[src/design/drive_profile_power_state_machine_macros.svh]
// Assertion macros used by the drive power state machine RTL.
`ifndef DRIVE_PROFILE_POWER_STATE_MACHINE_MACROS_SVH
`define DRIVE_PROFILE_POWER_STATE_MACHINE_MACROS_SVH

// Property checked on every rising clock edge outside reset.
`define DPPS_ASSERT(lbl, clk, rstn, prop, msg) \
  lbl: assert property (@(posedge clk) disable iff (!rstn) prop) else $error(msg);

// Property checked on every rising clock edge, during reset too.
`define DPPS_ASSERT_ALWAYS(lbl, clk, prop, msg) \
  lbl: assert property (@(posedge clk) prop) else $error(msg);

`endif

[src/design/dpps_pkg.sv]
// Types, command encodings and status patterns of the drive power state machine.
`default_nettype none

package dpps_pkg;

  // Drive power states
  typedef enum logic [2:0] {
    ST_NOT_READY   = 3'd0,
    ST_SWITCH_DIS  = 3'd1,
    ST_READY       = 3'd2,
    ST_SWITCHED_ON = 3'd3,
    ST_OP_ENABLED  = 3'd4,
    ST_QUICK_STOP  = 3'd5,
    ST_FAULT_REACT = 3'd6,
    ST_FAULT       = 3'd7
  } power_state_e;

  // Control word command masks and values
  localparam logic [15:0] MASK_SHUTDOWN   = 16'h0087;
  localparam logic [15:0] MASK_SWITCH     = 16'h008F;
  localparam logic [15:0] MASK_DISABLE_V  = 16'h0082;
  localparam logic [15:0] MASK_QSTOP      = 16'h0086;
  localparam logic [15:0] CMD_SHUTDOWN    = 16'h0006;
  localparam logic [15:0] CMD_SWITCH_ON   = 16'h0007;
  localparam logic [15:0] CMD_DISABLE_OP  = 16'h0007;
  localparam logic [15:0] CMD_ENABLE_OP   = 16'h000F;
  localparam logic [15:0] CMD_DISABLE_V   = 16'h0000;
  localparam logic [15:0] CMD_QSTOP       = 16'h0002;
  localparam int unsigned FAULT_RESET_BIT = 7;

  // Status word flag positions
  localparam int unsigned SW_VOLTAGE_BIT = 4;
  localparam int unsigned SW_WARNING_BIT = 9;
  localparam int unsigned SW_TARGET_BIT  = 10;
  localparam int unsigned SW_STALL_BIT   = 12;

  // Stream widths
  localparam int unsigned IN_TDATA_W  = 24;
  localparam int unsigned OUT_TDATA_W = 88;

  // Result of one state update
  typedef struct packed {
    power_state_e next_state;
    logic [1:0]   trans_inc;
    logic         fault_inc;
  } step_t;

  // Base status pattern of each state
  function automatic logic [15:0] base_pattern(power_state_e s);
    logic [15:0] p;
    case (s)
      ST_NOT_READY:   p = 16'h0000;
      ST_SWITCH_DIS:  p = 16'h0040;
      ST_READY:       p = 16'h0021;
      ST_SWITCHED_ON: p = 16'h0023;
      ST_OP_ENABLED:  p = 16'h0027;
      ST_QUICK_STOP:  p = 16'h0007;
      ST_FAULT_REACT: p = 16'h000F;
      ST_FAULT:       p = 16'h0008;
      default:        p = 16'h0000;
    endcase
    return p;
  endfunction

endpackage

`default_nettype wire

[src/design/dpps_next_state.sv]
// Next-state and counter increment logic of the drive power state machine.
`default_nettype none

module dpps_next_state (
  input  dpps_pkg::power_state_e state_i,
  input  logic [15:0]            cmd_word_i,
  input  logic                   fault_present_i,
  output dpps_pkg::step_t        step_o
);
  import dpps_pkg::*;

  logic         is_shutdown, is_switch_on, is_disable_op, is_enable_op;
  logic         is_disable_v, is_qstop, is_fault_reset;
  logic         fault_entry;
  power_state_e nxt;

  // Command decode
  assign is_shutdown    = (cmd_word_i & MASK_SHUTDOWN) == CMD_SHUTDOWN;
  assign is_switch_on   = (cmd_word_i & MASK_SWITCH) == CMD_SWITCH_ON;
  assign is_disable_op  = (cmd_word_i & MASK_SWITCH) == CMD_DISABLE_OP;
  assign is_enable_op   = (cmd_word_i & MASK_SWITCH) == CMD_ENABLE_OP;
  assign is_disable_v   = (cmd_word_i & MASK_DISABLE_V) == CMD_DISABLE_V;
  assign is_qstop       = (cmd_word_i & MASK_QSTOP) == CMD_QSTOP;
  assign is_fault_reset = cmd_word_i[FAULT_RESET_BIT];

  // New fault outside the fault states jumps straight to fault
  assign fault_entry = fault_present_i && (state_i != ST_FAULT) &&
                       (state_i != ST_FAULT_REACT);

  // State graph
  always_comb begin
    nxt = state_i;
    case (state_i)
      ST_NOT_READY:   nxt = ST_SWITCH_DIS;
      ST_SWITCH_DIS:  if (is_shutdown) nxt = ST_READY;
      ST_READY: begin
        if (is_switch_on)      nxt = ST_SWITCHED_ON;
        else if (is_disable_v) nxt = ST_SWITCH_DIS;
      end
      ST_SWITCHED_ON: begin
        if (is_enable_op)      nxt = ST_OP_ENABLED;
        else if (is_shutdown)  nxt = ST_READY;
        else if (is_disable_v) nxt = ST_SWITCH_DIS;
      end
      ST_OP_ENABLED: begin
        if (is_disable_op)     nxt = ST_SWITCHED_ON;
        else if (is_shutdown)  nxt = ST_READY;
        else if (is_disable_v) nxt = ST_SWITCH_DIS;
        else if (is_qstop)     nxt = ST_QUICK_STOP;
      end
      ST_QUICK_STOP:  if (is_disable_v) nxt = ST_SWITCH_DIS;
      ST_FAULT_REACT: nxt = ST_FAULT;
      ST_FAULT:       if (is_fault_reset && !fault_present_i) nxt = ST_SWITCH_DIS;
      default:        nxt = state_i;
    endcase
  end

  // Fault entry counts two transitions: into fault reaction, then into fault
  always_comb begin
    if (fault_entry) begin
      step_o.next_state = ST_FAULT;
      step_o.trans_inc  = 2'd2;
      step_o.fault_inc  = 1'b1;
    end else begin
      step_o.next_state = nxt;
      step_o.trans_inc  = (nxt != state_i) ? 2'd1 : 2'd0;
      step_o.fault_inc  = 1'b0;
    end
  end

endmodule

`default_nettype wire

[src/design/dpps_status.sv]
// Status word and derived flags for a drive power state.
`default_nettype none

module dpps_status (
  input  dpps_pkg::power_state_e state_i,
  input  logic                   warning_flag_i,
  input  logic                   target_reached_flag_i,
  input  logic                   stall_flag_i,
  output logic [15:0]            stat_word_o,
  output logic                   op_enabled_o,
  output logic                   faulted_o
);
  import dpps_pkg::*;

  logic voltage_on;

  // Voltage is applied from ready to switch on through quick stop
  assign voltage_on = (state_i == ST_READY) || (state_i == ST_SWITCHED_ON) ||
                      (state_i == ST_OP_ENABLED) || (state_i == ST_QUICK_STOP);

  // Base pattern plus flag bits
  always_comb begin
    stat_word_o                 = base_pattern(state_i);
    stat_word_o[SW_VOLTAGE_BIT] = voltage_on;
    stat_word_o[SW_WARNING_BIT] = warning_flag_i;
    stat_word_o[SW_TARGET_BIT]  = target_reached_flag_i;
    stat_word_o[SW_STALL_BIT]   = stall_flag_i;
  end

  assign op_enabled_o = state_i == ST_OP_ENABLED;
  assign faulted_o    = (state_i == ST_FAULT) || (state_i == ST_FAULT_REACT);

endmodule

`default_nettype wire

[src/design/drive_profile_power_state_machine.sv]
// An accepted transaction sits in the input register, moves into the result register
// as the state is updated, and leaves from there once the receiver takes it.
// Throughput: one transaction per cycle while the output is free; the next state is
// computed combinationally from the state register; both registers advance together when the output is free.
// Reset (rst_ni low, asynchronous): state goes to not ready to switch on, both
// counters clear, and no transaction is held in either register.
`default_nettype none

module drive_profile_power_state_machine (
  input  logic                             clk_i,
  input  logic                             rst_ni,
  // cmd_word[15:0], fault_present[16], warning_flag[17],
  // target_reached_flag[18], stall_flag[19], zero pad [23:20]
  input  logic [dpps_pkg::IN_TDATA_W-1:0]  s_axis_tdata,
  input  logic                             s_axis_tvalid,
  output logic                             s_axis_tready,
  // drive_state[2:0], stat_word[18:3], op_enabled[19], faulted[20],
  // transition_total[52:21], fault_total[84:53], zero pad [87:85]
  output logic [dpps_pkg::OUT_TDATA_W-1:0] m_axis_tdata,
  output logic                             m_axis_tvalid,
  input  logic                             m_axis_tready
);
  import dpps_pkg::*;
  `include "drive_profile_power_state_machine_macros.svh"

  logic                  in_valid_q;
  logic [IN_TDATA_W-1:0] in_data_q;
  power_state_e          state_q;
  logic [31:0]           trans_cnt_q, trans_cnt_d;
  logic [31:0]           fault_cnt_q, fault_cnt_d;
  logic                  out_valid_q;
  logic [OUT_TDATA_W-1:0] out_data_q, out_data_d;

  logic                  advance, proc, in_take;
  step_t                 step;
  logic [15:0]           stat_word;
  logic                  op_enabled, faulted;

  // Pipeline flow: the output register frees up or is being drained
  assign advance       = !out_valid_q || m_axis_tready;
  assign proc          = in_valid_q && advance;
  assign s_axis_tready = !in_valid_q || advance;
  assign in_take       = s_axis_tvalid && s_axis_tready;

  // State update
  dpps_next_state u_next_state (
    .state_i         (state_q),
    .cmd_word_i      (in_data_q[15:0]),
    .fault_present_i (in_data_q[16]),
    .step_o          (step)
  );

  // Status of the new state
  dpps_status u_status (
    .state_i               (step.next_state),
    .warning_flag_i        (in_data_q[17]),
    .target_reached_flag_i (in_data_q[18]),
    .stall_flag_i          (in_data_q[19]),
    .stat_word_o           (stat_word),
    .op_enabled_o          (op_enabled),
    .faulted_o             (faulted)
  );

  // Counter updates and result packing
  assign trans_cnt_d = trans_cnt_q + {30'd0, step.trans_inc};
  assign fault_cnt_d = fault_cnt_q + {31'd0, step.fault_inc};
  assign out_data_d  = {3'd0, fault_cnt_d, trans_cnt_d, faulted, op_enabled,
                        stat_word, step.next_state};

  // Control state
  always_ff @(posedge clk_i or negedge rst_ni) begin
    if (!rst_ni) begin
      in_valid_q  <= 1'b0;
      out_valid_q <= 1'b0;
      state_q     <= ST_NOT_READY;
      trans_cnt_q <= 32'd0;
      fault_cnt_q <= 32'd0;
    end else begin
      if (s_axis_tready) begin
        in_valid_q <= s_axis_tvalid;
      end
      if (advance) begin
        out_valid_q <= in_valid_q;
      end
      if (proc) begin
        state_q     <= step.next_state;
        trans_cnt_q <= trans_cnt_d;
        fault_cnt_q <= fault_cnt_d;
      end
    end
  end

  // Payload registers
  always_ff @(posedge clk_i) begin
    if (in_take) begin
      in_data_q <= s_axis_tdata;
    end
    if (proc) begin
      out_data_q <= out_data_d;
    end
  end

  assign m_axis_tvalid = out_valid_q;
  assign m_axis_tdata  = out_data_q;

  // Checks
  `DPPS_ASSERT(a_state_moves_on_item, clk_i, rst_ni,
               (state_q != $past(state_q)) |-> $past(proc),
               "state changed without a transaction")
  `DPPS_ASSERT(a_fault_cnt_to_fault, clk_i, rst_ni,
               (fault_cnt_q != $past(fault_cnt_q)) |-> (state_q == ST_FAULT),
               "fault count rose outside fault state")
  `DPPS_ASSERT(a_trans_step_bounded, clk_i, rst_ni,
               (trans_cnt_q - $past(trans_cnt_q)) <= 32'd2,
               "transition count jumped by more than two")
  `DPPS_ASSERT(a_out_tracks_state, clk_i, rst_ni,
               $past(proc) |-> (out_data_q[2:0] == state_q),
               "result state differs from state register")
  `DPPS_ASSERT_ALWAYS(a_reset_empty, clk_i,
                      !rst_ni |=> (!in_valid_q && !out_valid_q),
                      "pipeline holds a transaction in reset")

endmodule

`default_nettype wire

[config.mk]
export PLATFORM = sky130hd
export DESIGN_NAME = drive_profile_power_state_machine
export DESIGN_NICKNAME = d
export VERILOG_FILES = /design/src/design/dpps_pkg.sv /design/src/design/dpps_next_state.sv /design/src/design/dpps_status.sv /design/src/design/drive_profile_power_state_machine.sv
export VERILOG_INCLUDE_DIRS = /design/src /design/src/design
export SDC_FILE = /design/constraint.sdc
export NUM_CORES = 1
export LEC_CHECK = 0
export ABC_AREA = 1
export CORE_MARGIN = 2
export CORE_UTILIZATION = 40
export CTS_CLUSTER_SIZE = 14
export DETAILED_ROUTE_END_ITERATION = 8
export DONT_BUFFER_PORTS = 1
export HOLD_SLACK_MARGIN = 0.03
export SYNTH_ARGS = -nofsm -noshare
export SYNTH_HDL_FRONTEND = slang
export SYNTH_SLANG_ARGS = --single-unit
export TNS_END_PERCENT = 5
[constraint.sdc]
create_clock -name clk_i -period 6.3 [get_ports clk_i]
set_input_delay 1.26 -clock clk_i [delete_from_list [all_inputs] [get_ports clk_i]]
set_output_delay 1.26 -clock clk_i [all_outputs]
set_load 0.02 [all_outputs]
==> impl_results.md <==
* Final Cycle Share at 54.41%
* P&R area growth vs syn at 10.71%
* Synth Flop Type: edfxtp_1
* CTS Buffer Depth at 2
* Clk pin slew, worst setup/hold paths at approximately 60 ps
* Crit-path max FO at 4
* Detailed router's first-iteration violation count at about 290
* Worst hold start: in_data_q[18]
* Post-DP HPWL at 10.26 mm
* Wire length per cell at ~15 um
* Vias per cell at about 4.8
* Routability cong. at ~0.85
* Initial antenna violation count at 0
* Cell taking the most area after synthesis: edfxtp_1
* PortBufs at 0
* Setup WS pre-CTS at ~2800 ps
* Setup TNS at 0 ps
* Yosys Warn Count at 0
* Cells after synthesis at 752
* Post-DRT Antenna Nets at 0
* Share of the synthesized area in the top cell type at 35.16%
* CTS Buf Count at 17
* Min-Delay Path Class: register to register
* Diodes inserted at 0
* Largest net degree at the start of global routing at 130
* Worst VDD drop at between 0.15 and 0.2 mV
* Hold-fix buffers, CTS at 0
* Avg Cell Area, Syn at 9.993 sq um
* H-tree depth at 4
* Ports at between 100 and 150
* Commonest cells after routing, fill and taps aside: nand2_1, edfxtp_1, inv_1
* Crit end category: register
* Nets at 790
* Status: finished clean
* Post-layout worst setup margin at 2872 ps
* Total core area at approximately 19000 sq um
* Routed WL at 15.02 mm
* Setup crit start: in_data_q[7]
* Async set-reset flop share out of synthesis at approximately 44%
* Resized Gates After CTS at 0
* CTS tree: built
* Synth area leaders: edfxtp_1, dfrtp_1, nand2_1
* Slew @ Worst Pin at 927.3 ps
* Pre-antenna DRT Iters at 5
* Cell Rows at 50
* Later-pin clock latency in the skew report at 430 ps
* CTS root buffer: clkbuf_16
* RSZ-0062 raised after global routing: false
* Initial Utilization at between 40% and 50%
* Required time at the worst-slack endpoint at around 6500 ps
* Synth unique cells at 37
* Final Hold Vio Count at 0
* Slew headroom at between 30% and 40%
* GRT overflow at 0
* Mapped Area at between 7000 and 8000 sq um
* FMAX at 291.8 MHz
* Max-cap violations at 0
* Worst EP arrival at roughly 3600 ps
* RR Startpoint: in_data_q[7]
* Sequential fraction of the synthesis area at around 58%
* Crit path launch type: register
* Total number of vias at 4862
* Layout cells sized above 1 at about an eighth
* Crit path time final at around 3400 ps
* Endpoints failing setup at 0
* Commonest non-fill, non-tap cell in the layout: nand2_1
* Number of global-route vias before repair at between 4000 and 5000
* Yosys reg bits at roughly 160
* Die X at between 100 and 150 um
* Total Routing Usage GR at ~16%
* Pwr/cell area at 437.7 nW/um^2
* Clk_skew at approximately 14 ps
* Post-CTS setup buffers at 0
* Pwr Total at between 0.003 and 0.004 W
* CP Class: register to register
* Die Y at 141.1 um
* First-pass GRT wire length at around 25 mm
* CTS sink count at between 150 and 200
* Die area at 19900 sq um
* Drc violations at 0
* EDFF count, synth at just under 90
* Leakage at approximately 3.5 nW
* Final slew viol count at 0
## routing by layer
layer | share of wire, % | vias up | GRT usage (%)
met3 | 3.6 | 25 | 4.042
met1 | 46 | 2297 | 20.35
li1 | - | 2430 | -
met4 | 2.3 | 0 | 6.053
met2 | 49 | 110 | 26.85
met5 | 0 | - | 0
## flip-flops by register name, summed over array words and instances, names as in the netlist
signal	cells
in_valid_q	1
fault_cnt_q	32
m_axis_tvalid	1
m_axis_tdata	79
trans_cnt_q	32
state_q	3
in_data_q	9
## cell usage after synthesis (6+ instances only)
master      n
xor2_1     52
nand3_1    26
nor3_1     16
nor2_2     12
o21ai_0    30
buf_4      10
nand2_2     6
inv_2      13
dfrtp_1    69
o21ai_1    14
inv_1      72
nor2_1     42
nand2_1   222
nand4_1    14
clkbuf_1    6
nor3_2     13
nor2_4      7
edfxtp_1   88
## kinds of logic (layout without fill, tap and decap cells)
family	Yosys count	count (layout)	synth area share, %
flops	157	157	58.14
fa+ha+maj	5	5	0.9324
other cells	1	9	0.04990
simple gates	372	372	24.09
xor+xnor	60	60	7.493
compound gates	48	48	3.280
buf+inv	109	119	6.011
## power breakdown
part | switching, W | internal, W | total, W
Sequential | 0.000382 | 0.00147 | 0.00185
Combinational | 0.000519 | 0.000229 | 0.000748
Clock | 0.000407 | 0.000631 | 0.00104
Total | 0.00131 | 0.00233 | 0.00364
## final cells by class
cell class / instances / area (sq um)
clock buffer: 21 / 450.4
clock inverter: 11 / 143.9
fill: 1763 / 10260
inverter: 85 / 324.1
multi-input combinational: 494 / 2724
sequential: 157 / 4369
tap: 234 / 292.8
timing repair buffer: 2 / 15.01
## path summary, 6_finish.rpt
| path | depth (start not counted) | slack [ps] | end |
|---|---|---|---|
| min in group asynchronous | 0 | 520 | fault_cnt_q[3] |
| max reg2reg | 19 | 2870 | m_axis_tdata[45] |
| max | 19 | 2870 | m_axis_tdata[45] |
| min | 0 | 420 | m_axis_tdata[13] |
| min reg2reg | 0 | 420 | m_axis_tdata[13] |
| max in group asynchronous | 0 | 5670 | fault_cnt_q[30] |
## critical path, cell delays in order, from the launching register on
cell	delay (ps)
edfxtp_1	440
nor2_2	190
nand3_1	120
nand2_1	110
nand2_1	60
nand2_1	50
nand3_1	170
o21ai_0	210
nor2_1	70
nor2_1	90
ha_1	180
inv_1	60
fa_1	420
inv_1	90
nand3_2	140
nor2_4	200
nand4_2	160
nor2_2	150
nand2_1	110
xnor2_2	160
## per-stage QoR
stage | cell area, sq um | std cells | utilization, % | hold slack, ps
final | 8319 | 1004 | 44.77 | 418.6
after global routing | 8319 | 1004 | 44.77 | 425.9
after CTS | 8319 | 1004 | 44.77 | 419.9
after detailed placement | 7725 | 972 | 41.58 | 405.2
after global placement | 7725 | 972 | 41.58 | 401.9
after floorplan | 7545 | 760 | - | 400.3
Power figures use the tool's default switching activity.
